===== config.mk =====
export PLATFORM = sky130hd
export DESIGN_NAME = load_based_frequency_decision_core
export DESIGN_NICKNAME = d
export VERILOG_FILES = /design/src/rtl/lbfd_pkg.sv /design/src/rtl/lbfd_cfg_regs.sv /design/src/rtl/lbfd_serial_div.sv /design/src/rtl/load_based_frequency_decision_core.sv
export SDC_FILE = /design/constraint.sdc
export NUM_CORES = 2
export LEC_CHECK = 0
export BUFFER_PORTS_ARGS = -buffer_cell sky130_fd_sc_hd__buf_2
export CAP_MARGIN = 25
export CORE_AREA = 8 8 302 304
export DETAILED_ROUTE_END_ITERATION = 7
export DIE_AREA = 0 0 310 312
export PLACE_DENSITY = 0.77
export SETUP_SLACK_MARGIN = 0.3
export SKIP_LAST_GASP = 1
export SYNTH_ARGS = -nofsm -noshare
export SYNTH_HDL_FRONTEND = slang
export SYNTH_SLANG_ARGS = --single-unit
export TNS_END_PERCENT = 1

===== constraint.sdc =====
create_clock -name clk_i -period 6.2 [get_ports clk_i]
set_clock_uncertainty 0.1 [all_clocks]
set_input_delay 0.62 -clock clk_i [delete_from_list [all_inputs] [get_ports clk_i]]
set_output_delay 0.62 -clock clk_i [all_outputs]
set_load 0.05 [all_outputs]

===== src/rtl/lbfd_pkg.sv =====
// ----------------------------------------------------------------------------
// lbfd_pkg
// Shared types and constants of the load based frequency decision core.
// ----------------------------------------------------------------------------
package lbfd_pkg;

  localparam int TIME_W     = 32;
  localparam int LOAD_W     = 7;
  localparam int THR_W      = 7;
  localparam int MULT_W     = 17;
  localparam int PEAK_W     = 32;
  localparam int DIV_NUM_W  = TIME_W + LOAD_W;
  localparam int DIV_DEN_W  = TIME_W;
  localparam int CFG_IDX_W  = 3;
  localparam int CFG_DATA_W = 17;
  localparam int ACTION_W   = 2;

  localparam logic [CFG_IDX_W-1:0] REG_UP_THR         = 3'd0;
  localparam logic [CFG_IDX_W-1:0] REG_DOWN_DIFF      = 3'd1;
  localparam logic [CFG_IDX_W-1:0] REG_SAMPLING_DOWN  = 3'd2;
  localparam logic [CFG_IDX_W-1:0] REG_IO_BUSY        = 3'd3;
  localparam logic [CFG_IDX_W-1:0] REG_NICE_IDLE      = 3'd4;

  localparam logic [THR_W-1:0]  UP_THR_RST        = 7'd60;
  localparam logic [THR_W-1:0]  DOWN_DIFF_RST     = 7'd20;
  localparam logic [MULT_W-1:0] DOWN_FACTOR_MIN   = 17'd1;
  localparam logic [MULT_W-1:0] DOWN_FACTOR_MAX   = 17'd100000;

  localparam logic [ACTION_W-1:0] ACT_NONE  = 2'd0;
  localparam logic [ACTION_W-1:0] ACT_RAISE = 2'd1;
  localparam logic [ACTION_W-1:0] ACT_LOWER = 2'd2;

  localparam logic REL_LOW_AT_OR_ABOVE  = 1'b0;
  localparam logic REL_HIGH_AT_OR_BELOW = 1'b1;

  typedef struct packed {
    logic [THR_W-1:0]  up_thr;
    logic [THR_W-1:0]  down_margin;
    logic [MULT_W-1:0] down_factor;
    logic              io_busy;
    logic              nice_idle;
    logic              down_factor_written;
  } cfg_t;

endpackage


===== src/rtl/lbfd_cfg_regs.sv =====
// ----------------------------------------------------------------------------
// lbfd_cfg_regs
// Configuration register file with range clamping of the sampling down factor.
// ----------------------------------------------------------------------------
module lbfd_cfg_regs (
  input  logic                              clk_i,
  input  logic                              rst_ni,
  input  logic                              cfg_valid_i,
  output logic                              cfg_ready_o,
  input  logic [lbfd_pkg::CFG_IDX_W-1:0]    cfg_index_i,
  input  logic [lbfd_pkg::CFG_DATA_W-1:0]   cfg_data_i,
  output lbfd_pkg::cfg_t                    cfg_o
);
  import lbfd_pkg::*;

  logic [THR_W-1:0]  up_q, up_d;
  logic [THR_W-1:0]  down_q, down_d;
  logic [MULT_W-1:0] sdf_q, sdf_d;
  logic              io_q, io_d;
  logic              nice_q, nice_d;
  logic              sdf_wr_q, sdf_wr_d;
  logic [MULT_W-1:0] sdf_clamped;
  logic              wr;

  assign cfg_ready_o = 1'b1;
  assign wr          = cfg_valid_i && cfg_ready_o;

  always_comb begin
    sdf_clamped = cfg_data_i[MULT_W-1:0];
    if (sdf_clamped == '0) begin
      sdf_clamped = DOWN_FACTOR_MIN;
    end else if (sdf_clamped > DOWN_FACTOR_MAX) begin
      sdf_clamped = DOWN_FACTOR_MAX;
    end
  end

  always_comb begin
    up_d     = up_q;
    down_d   = down_q;
    sdf_d    = sdf_q;
    io_d     = io_q;
    nice_d   = nice_q;
    sdf_wr_d = 1'b0;
    if (wr) begin
      unique case (cfg_index_i)
        REG_UP_THR:        up_d   = cfg_data_i[THR_W-1:0];
        REG_DOWN_DIFF:     down_d = cfg_data_i[THR_W-1:0];
        REG_SAMPLING_DOWN: begin
          sdf_d    = sdf_clamped;
          sdf_wr_d = 1'b1;
        end
        REG_IO_BUSY:       io_d   = cfg_data_i[0];
        REG_NICE_IDLE:     nice_d = cfg_data_i[0];
        default: ;
      endcase
    end
  end

  always_ff @(posedge clk_i or negedge rst_ni) begin
    if (!rst_ni) begin
      up_q     <= UP_THR_RST;
      down_q   <= DOWN_DIFF_RST;
      sdf_q    <= DOWN_FACTOR_MIN;
      io_q     <= 1'b0;
      nice_q   <= 1'b0;
      sdf_wr_q <= 1'b0;
    end else begin
      up_q     <= up_d;
      down_q   <= down_d;
      sdf_q    <= sdf_d;
      io_q     <= io_d;
      nice_q   <= nice_d;
      sdf_wr_q <= sdf_wr_d;
    end
  end

  assign cfg_o.up_thr              = up_q;
  assign cfg_o.down_margin         = down_q;
  assign cfg_o.down_factor         = sdf_q;
  assign cfg_o.io_busy             = io_q;
  assign cfg_o.nice_idle           = nice_q;
  assign cfg_o.down_factor_written = sdf_wr_q;

endmodule


===== src/rtl/lbfd_serial_div.sv =====
// ----------------------------------------------------------------------------
// lbfd_serial_div
// Restoring long divider that retires one quotient bit per cycle.
// ----------------------------------------------------------------------------
module lbfd_serial_div (
  input  logic                             clk_i,
  input  logic                             rst_ni,
  input  logic                             start_i,
  input  logic [lbfd_pkg::DIV_NUM_W-1:0]   num_i,
  input  logic [lbfd_pkg::DIV_DEN_W-1:0]   den_i,
  output logic                             busy_o,
  output logic [lbfd_pkg::DIV_NUM_W-1:0]   quo_o
);
  import lbfd_pkg::*;

  localparam int CNT_W = $clog2(DIV_NUM_W + 1);

  logic [DIV_NUM_W-1:0] shf_q, shf_d;
  logic [DIV_DEN_W-1:0] rem_q, rem_d;
  logic [DIV_DEN_W-1:0] den_q, den_d;
  logic [CNT_W-1:0]     cnt_q, cnt_d;
  logic                 busy_q, busy_d;
  logic [DIV_DEN_W:0]   rem_ext;
  logic [DIV_DEN_W:0]   rem_sub;
  logic                 ge;

  assign rem_ext = {rem_q, shf_q[DIV_NUM_W-1]};
  assign ge      = rem_ext >= {1'b0, den_q};
  assign rem_sub = rem_ext - {1'b0, den_q};

  always_comb begin
    shf_d  = shf_q;
    rem_d  = rem_q;
    den_d  = den_q;
    cnt_d  = cnt_q;
    busy_d = busy_q;
    if (start_i) begin
      shf_d  = num_i;
      rem_d  = '0;
      den_d  = den_i;
      cnt_d  = CNT_W'(DIV_NUM_W);
      busy_d = 1'b1;
    end else if (busy_q) begin
      shf_d = {shf_q[DIV_NUM_W-2:0], ge};
      rem_d = ge ? rem_sub[DIV_DEN_W-1:0] : rem_ext[DIV_DEN_W-1:0];
      cnt_d = cnt_q - 1'b1;
      if (cnt_q == CNT_W'(1)) begin
        busy_d = 1'b0;
      end
    end
  end

  always_ff @(posedge clk_i or negedge rst_ni) begin
    if (!rst_ni) begin
      cnt_q  <= '0;
      busy_q <= 1'b0;
    end else begin
      cnt_q  <= cnt_d;
      busy_q <= busy_d;
    end
  end

  always_ff @(posedge clk_i) begin
    shf_q <= shf_d;
    rem_q <= rem_d;
    den_q <= den_d;
  end

  assign busy_o = busy_q;
  assign quo_o  = shf_q;

endmodule


===== src/rtl/load_based_frequency_decision_core.sv =====
// ----------------------------------------------------------------------------
// load_based_frequency_decision_core
// Per CPU load sampling with a running peak of load times frequency, and one
// raise, lower or hold decision at the end of each sampling period.
// ----------------------------------------------------------------------------
// A counted sample runs the 39 step serial load division before the core is
// idle again; a skipped sample that is not a last one returns after the check.
// A last sample then runs the raise test, the lowering test when that fails,
// and a division of the peak to lower; its decision is valid back in idle.
// A decision not yet taken by the receiver holds the next decision in the core.
// Reset is asynchronous: defaults return, the peak clears, the multiplier is one.
module load_based_frequency_decision_core #(
  parameter int  FREQ_BITS   = 22,
  localparam int IN_W        = 4 * lbfd_pkg::TIME_W + 4 * FREQ_BITS,
  localparam int IN_TDATA_W  = ((IN_W + 7) / 8) * 8,
  localparam int OUT_W       = lbfd_pkg::ACTION_W + FREQ_BITS + 1 + lbfd_pkg::MULT_W,
  localparam int OUT_TDATA_W = ((OUT_W + 7) / 8) * 8
) (
  input  logic                            clk_i,
  input  logic                            rst_ni,
  input  logic                            cfg_valid_i,
  output logic                            cfg_ready_o,
  input  logic [lbfd_pkg::CFG_IDX_W-1:0]  cfg_index_i,
  input  logic [lbfd_pkg::CFG_DATA_W-1:0] cfg_data_i,
  input  logic                            s_axis_tvalid_i,
  output logic                            s_axis_tready_o,
  // wall_delta, idle_delta, iowait_delta, nice_delta, avg_freq, cur_freq,
  // min_freq, max_freq
  input  logic [IN_TDATA_W-1:0]           s_axis_tdata_i,
  input  logic                            s_axis_tlast_i,
  output logic                            m_axis_tvalid_o,
  input  logic                            m_axis_tready_i,
  // action, target_freq, relation, rate_multiplier
  output logic [OUT_TDATA_W-1:0]          m_axis_tdata_o
);
  import lbfd_pkg::*;

  localparam int PROD_W = THR_W + FREQ_BITS;
  localparam int LF_W   = LOAD_W + FREQ_BITS;
  localparam int FB     = FREQ_BITS;
  localparam int T4     = 4 * TIME_W;

  localparam logic [3:0] ST_IDLE  = 4'd0;
  localparam logic [3:0] ST_NICE  = 4'd1;
  localparam logic [3:0] ST_IOW   = 4'd2;
  localparam logic [3:0] ST_CHK   = 4'd3;
  localparam logic [3:0] ST_SCALE = 4'd4;
  localparam logic [3:0] ST_DIV1  = 4'd5;
  localparam logic [3:0] ST_MUL   = 4'd6;
  localparam logic [3:0] ST_PEAK  = 4'd7;
  localparam logic [3:0] ST_UPM   = 4'd8;
  localparam logic [3:0] ST_UPT   = 4'd9;
  localparam logic [3:0] ST_DNT   = 4'd10;
  localparam logic [3:0] ST_DIV2  = 4'd11;
  localparam logic [3:0] ST_OUT   = 4'd12;

  cfg_t cfg;

  logic [3:0]            state_q, state_d;
  logic [TIME_W-1:0]     wall_q, iow_q, nice_q, busy_q;
  logic [TIME_W:0]       idle_q;
  logic [FB-1:0]         avg_q, cur_q, min_q, max_q;
  logic                  last_q;
  logic [LOAD_W-1:0]     load_q;
  logic [LF_W-1:0]       lf_q;
  logic [PROD_W-1:0]     prod_q;
  logic [PEAK_W-1:0]     peak_q;
  logic [MULT_W-1:0]     imult_q;
  logic [ACTION_W-1:0]   action_q;
  logic [FB-1:0]         target_q;
  logic                  rel_q;
  logic                  out_valid_q;
  logic [OUT_W-1:0]      out_data_q;

  logic                  accept;
  logic                  div_start;
  logic                  div_busy;
  logic [DIV_NUM_W-1:0]  div_num;
  logic [DIV_DEN_W-1:0]  div_den;
  logic [DIV_NUM_W-1:0]  div_quo;
  logic [THR_W-1:0]      diff;
  logic [FB-1:0]         avg_sel;
  logic [FB-1:0]         quo_low;
  logic                  out_free;

  lbfd_cfg_regs u_cfg (
    .clk_i       (clk_i),
    .rst_ni      (rst_ni),
    .cfg_valid_i (cfg_valid_i),
    .cfg_ready_o (cfg_ready_o),
    .cfg_index_i (cfg_index_i),
    .cfg_data_i  (cfg_data_i),
    .cfg_o       (cfg)
  );

  lbfd_serial_div u_div (
    .clk_i   (clk_i),
    .rst_ni  (rst_ni),
    .start_i (div_start),
    .num_i   (div_num),
    .den_i   (div_den),
    .busy_o  (div_busy),
    .quo_o   (div_quo)
  );

  assign s_axis_tready_o = (state_q == ST_IDLE);
  assign accept          = s_axis_tvalid_i && s_axis_tready_o;
  assign out_free        = !out_valid_q || m_axis_tready_i;
  assign diff            = cfg.up_thr - cfg.down_margin;
  assign avg_sel         = (avg_q == '0) ? cur_q : avg_q;
  assign quo_low         = div_quo[FB-1:0];

  assign div_start = (state_q == ST_SCALE) ||
                     ((state_q == ST_DNT) && (peak_q < PEAK_W'(prod_q)));

  // Busy time times 100 is formed as 64x + 32x + 4x.
  always_comb begin
    if (state_q == ST_SCALE) begin
      div_num = (DIV_NUM_W'(busy_q) << 6) + (DIV_NUM_W'(busy_q) << 5) +
                (DIV_NUM_W'(busy_q) << 2);
      div_den = wall_q;
    end else begin
      div_num = DIV_NUM_W'(peak_q);
      div_den = DIV_DEN_W'(diff);
    end
  end

  always_comb begin
    state_d = state_q;
    unique case (state_q)
      ST_IDLE:  if (accept) state_d = ST_NICE;
      ST_NICE:  state_d = ST_IOW;
      ST_IOW:   state_d = ST_CHK;
      ST_CHK: begin
        if ((wall_q != '0) && ({1'b0, wall_q} >= idle_q)) begin
          state_d = ST_SCALE;
        end else begin
          state_d = last_q ? ST_UPM : ST_IDLE;
        end
      end
      ST_SCALE: state_d = ST_DIV1;
      ST_DIV1:  if (!div_busy) state_d = ST_MUL;
      ST_MUL:   state_d = ST_PEAK;
      ST_PEAK:  state_d = last_q ? ST_UPM : ST_IDLE;
      ST_UPM:   state_d = ST_UPT;
      ST_UPT: begin
        if (peak_q > PEAK_W'(prod_q)) begin
          state_d = ST_OUT;
        end else if ((cur_q != min_q) && (cfg.up_thr > cfg.down_margin)) begin
          state_d = ST_DNT;
        end else begin
          state_d = ST_OUT;
        end
      end
      ST_DNT:   state_d = div_start ? ST_DIV2 : ST_OUT;
      ST_DIV2:  if (!div_busy) state_d = ST_OUT;
      ST_OUT:   if (out_free) state_d = ST_IDLE;
      default:  state_d = ST_IDLE;
    endcase
  end

  always_ff @(posedge clk_i or negedge rst_ni) begin
    if (!rst_ni) begin
      state_q     <= ST_IDLE;
      peak_q      <= '0;
      imult_q     <= DOWN_FACTOR_MIN;
      out_valid_q <= 1'b0;
    end else begin
      state_q <= state_d;
      if (cfg.down_factor_written) begin
        imult_q <= DOWN_FACTOR_MIN;
      end
      if ((state_q == ST_PEAK) && (PEAK_W'(lf_q) > peak_q)) begin
        peak_q <= PEAK_W'(lf_q);
      end
      if ((state_q == ST_UPT) && (peak_q > PEAK_W'(prod_q)) && (cur_q < max_q)) begin
        imult_q <= cfg.down_factor;
      end
      if ((state_q == ST_DIV2) && !div_busy) begin
        imult_q <= DOWN_FACTOR_MIN;
      end
      if ((state_q == ST_OUT) && out_free) begin
        out_valid_q <= 1'b1;
        peak_q      <= '0;
      end else if (m_axis_tready_i) begin
        out_valid_q <= 1'b0;
      end
    end
  end

  always_ff @(posedge clk_i) begin
    if (accept) begin
      wall_q   <= s_axis_tdata_i[TIME_W-1:0];
      idle_q   <= {1'b0, s_axis_tdata_i[2*TIME_W-1:TIME_W]};
      iow_q    <= s_axis_tdata_i[3*TIME_W-1:2*TIME_W];
      nice_q   <= s_axis_tdata_i[T4-1:3*TIME_W];
      avg_q    <= s_axis_tdata_i[T4+FB-1:T4];
      cur_q    <= s_axis_tdata_i[T4+2*FB-1:T4+FB];
      min_q    <= s_axis_tdata_i[T4+3*FB-1:T4+2*FB];
      max_q    <= s_axis_tdata_i[T4+4*FB-1:T4+3*FB];
      last_q   <= s_axis_tlast_i;
      action_q <= ACT_NONE;
      target_q <= '0;
      rel_q    <= REL_LOW_AT_OR_ABOVE;
    end
    if ((state_q == ST_NICE) && cfg.nice_idle) begin
      idle_q <= idle_q + {1'b0, nice_q};
    end
    if ((state_q == ST_IOW) && cfg.io_busy && (idle_q >= {1'b0, iow_q})) begin
      idle_q <= idle_q - {1'b0, iow_q};
    end
    if (state_q == ST_CHK) begin
      busy_q <= wall_q - idle_q[TIME_W-1:0];
    end
    if ((state_q == ST_DIV1) && !div_busy) begin
      load_q <= div_quo[LOAD_W-1:0];
    end
    if (state_q == ST_MUL) begin
      lf_q <= LF_W'(load_q) * LF_W'(avg_sel);
    end
    if (state_q == ST_UPM) begin
      prod_q <= PROD_W'(cfg.up_thr) * PROD_W'(cur_q);
    end
    if (state_q == ST_UPT) begin
      prod_q <= PROD_W'(diff) * PROD_W'(cur_q);
      if ((peak_q > PEAK_W'(prod_q)) && (cur_q != max_q)) begin
        action_q <= ACT_RAISE;
        target_q <= max_q;
        rel_q    <= REL_HIGH_AT_OR_BELOW;
      end
    end
    if ((state_q == ST_DIV2) && !div_busy) begin
      action_q <= ACT_LOWER;
      target_q <= (quo_low < min_q) ? min_q : quo_low;
      rel_q    <= REL_LOW_AT_OR_ABOVE;
    end
    if ((state_q == ST_OUT) && out_free) begin
      out_data_q <= {imult_q, rel_q, target_q, action_q};
    end
  end

  assign m_axis_tvalid_o = out_valid_q;
  assign m_axis_tdata_o  = OUT_TDATA_W'(out_data_q);

endmodule

==> out/results.tsv <==
metric	value	unit
GPL Wtd Cong	1.00	
yosys warns	0	
Final ANT Viol Nets	0	
slowest cell delay on critical path	0.57	ns
first-pass GRT wire length	210000	µm
FFs w/ async S/R, synth	0.159	
Setup WS post-layout	-0.552	ns
number of placement rows	108	
CTS buffer count	67	
Crit. End Element	flip-flop	
most frequent cells in the layout	inv_1, nand2_1, edfxtp_1	
CP Launch Point	u_cfg.up_q[1]$_DFFE_PN0P_	
flop2flop setup slack	-0.55	ns
crit-path leading delay family	buffers and inverters	
Die Ht	312	µm
crit path kind	reg2reg	
average vias per placed instance	5.76	
Wirelength per Cell	20.2	µm
worst reg2reg startpoint	u_cfg.up_q[1]$_DFFE_PN0P_	
Least-Margin Pin Slew	0.996	ns
post-DP HPWL	104000	µm
IO Port Bufs	285	
commonest non-fill, non-tap cell in the layout	inv_1	
vias in the first global route	39092	
main flop type after synthesis	edfxtp_1	
Worst-path clk slew	0.06	ns
total of max-cap violations	0	
mapped cell area	48000	µm²
die width	310	µm
hold_sp	s_axis_tdata_i[82]	
status	complete, but fails checks	
WP data required	6.61	ns
CTS sink count	577	
root buffer cell	clkbuf_16	
max-slew headroom at the worst pin	0.331	
initial antenna violation count	3	
number of DRC markers in iteration 0	3229	
area of the core	86200	µm²
Total GRT Usage	0.273	
Slew Viols, Final	0	
final non-filler cell total	6633	
largest net degree at the start of global routing	138	
Ant. Diodes	0	
minimum clock period after layout	6.75	ns
DRC violations left	0	
CP max stage cell	a211oi_1	
global route overflow	0	
Setup TNS	-6.32	ns
H-Tree Depth	3	
type of the worst min-delay path	in2reg	
Syn Inst Count	4953	
TritonCTS clock tree	yes	
Hold Vio Cnt, Final	0	
share of layout cells above drive strength 1	0.155	
worst hold slack	0.0529	ns
WP data arrival	7.16	ns
Top cell by count, worst path	buf_4	
Clock Latency Late Sink	0.64	ns
Tcrit/Tclk final	1.09	
DR vias	38182	
number of unique standard cell types used by synthesis	92	
Peak Freq	0.148	GHz
die area	96700	µm²
Initial Util	0.557	
Setup WS pre-CTS	-0.732	ns
Max Fanout on Critical Path	2	
Final Routed Wirelength	134000	µm
Area Overhead vs Synth	15.2	%
sequential area share after synthesis	0.340	
placed insts	6458	
endpoints failing setup	24	
Final nets	6415	
Critical Path Start Type	flip-flop	
Pre-antenna DRT Iters	6	
failing checks	setup timing	
RSZ-0062 raised after global routing	yes	
syn_area_per_cell	9.69	µm²
FF+latch count, synth	577	
Clock Path Buffers	3	
WP buf/inv	32	
EDFF count, synth	428	
Top Ports	293	
==> path summary, 6_finish.rpt <==
kind | end | cells past startpoint
setup / recovery | state_q[1]$_DFFE_PN0P_ | 42
hold / removal | iow_q[18]$_DFFE_PP_ | 1
setup reg to reg | state_q[1]$_DFFE_PN0P_ | 42
hold reg to reg | out_data_q[18]$_DFFE_PP_ | 0
max in group asynchronous | u_div.busy_o$_DFF_PN0_ | 3
min in group asynchronous | u_cfg.down_q[6]$_DFFE_PN0P_ | 2
==> synth_stat cells (all sizes together), types with 20 or more instances <==
cell type	number	area share
xor2	102	0.019
o21bai	37	0.0058
xnor2	123	0.022
o21ai	243	0.025
inv	658	0.051
ha	416	0.11
nor2	247	0.019
a211oi	47	0.0073
dfrtp	84	0.044
nand4	55	0.0072
fa	331	0.14
nor2b	89	0.012
o211ai	20	0.0033
o21a	46	0.0072
dfxtp	57	0.024
buf	26	0.0030
nor4	31	0.0040
nand2	560	0.044
mux2i	86	0.018
a21oi	303	0.032
a21o	151	0.024
and2	170	0.022
clkbuf	149	0.012
nand3	65	0.0068
nor3	51	0.0053
nand2b	70	0.0091
mux2	65	0.015
a31oi	31	0.0040
edfxtp	428	0.27
==> final cells by class <==
class	instances	area (µm²)
Multi-Input combinational cell	3547	29100
Timing Repair Buffer	573	3710
Inverter	660	2480
Tap cell	1155	1450
Clock buffer	81	1780
Sequential cell	577	16300
Clock inverter	40	553
Fill cell	6873	30900
==> registers in the layout, indices dropped and copies added (netlist names), 29 cells and up <==
register     flops
peak_q          29
idle_q          33
u_div.quo_o     39
u_div.rem_q     32
prod_q          29
u_div.den_q     32
iow_q           32
busy_q          32
nice_q          32
lf_q            29
wall_q          32
out_data_q      42
==> per-layer routing <==
metal | global-route usage | vias to the layer above | routed length [µm]
li1 | - | 17797 | -
met4 | 0.125 | 2 | 6670
met3 | 0.0410 | 336 | 10300
met5 | 0 | - | 13
met1 | 0.348 | 18465 | 53200
met2 | 0.458 | 1582 | 63800
==> cells by family after synthesis <==
group / count (synthesis) / synth area share
AOI/OAI and AO/OA: 1011 / 0.134
xor gates and xnor gates: 225 / 0.0410
adders and majority gates: 747 / 0.246
buffers and inverters: 835 / 0.0663
DFF: 577 / 0.340
muxes: 151 / 0.0332
other: 2 / 0.000156
and+or+nand+nor: 1405 / 0.139
==> stage by stage <==
| step | cell area [µm²] | utilization |
|---|---|---|
| after floorplan | 48000 | - |
| after global placement | 52100 | 0.604 |
| after detailed placement | 52100 | 0.605 |
| after CTS | 55100 | 0.640 |
| after global routing | 55300 | 0.642 |
| final | 55300 | 0.642 |
==> what timing repair did <==
action	CTS	global route
gates cloned	1	0
gates resized for setup	79	12
hold endpoints to repair	41	0
hold buffers	1	0
pin swaps	92	36
setup endpoints to repair	33	39
setup buffers	39	12
Power is not shown: default switching activity piles up to over one toggle a cycle in this logic, so the estimate is an artifact.
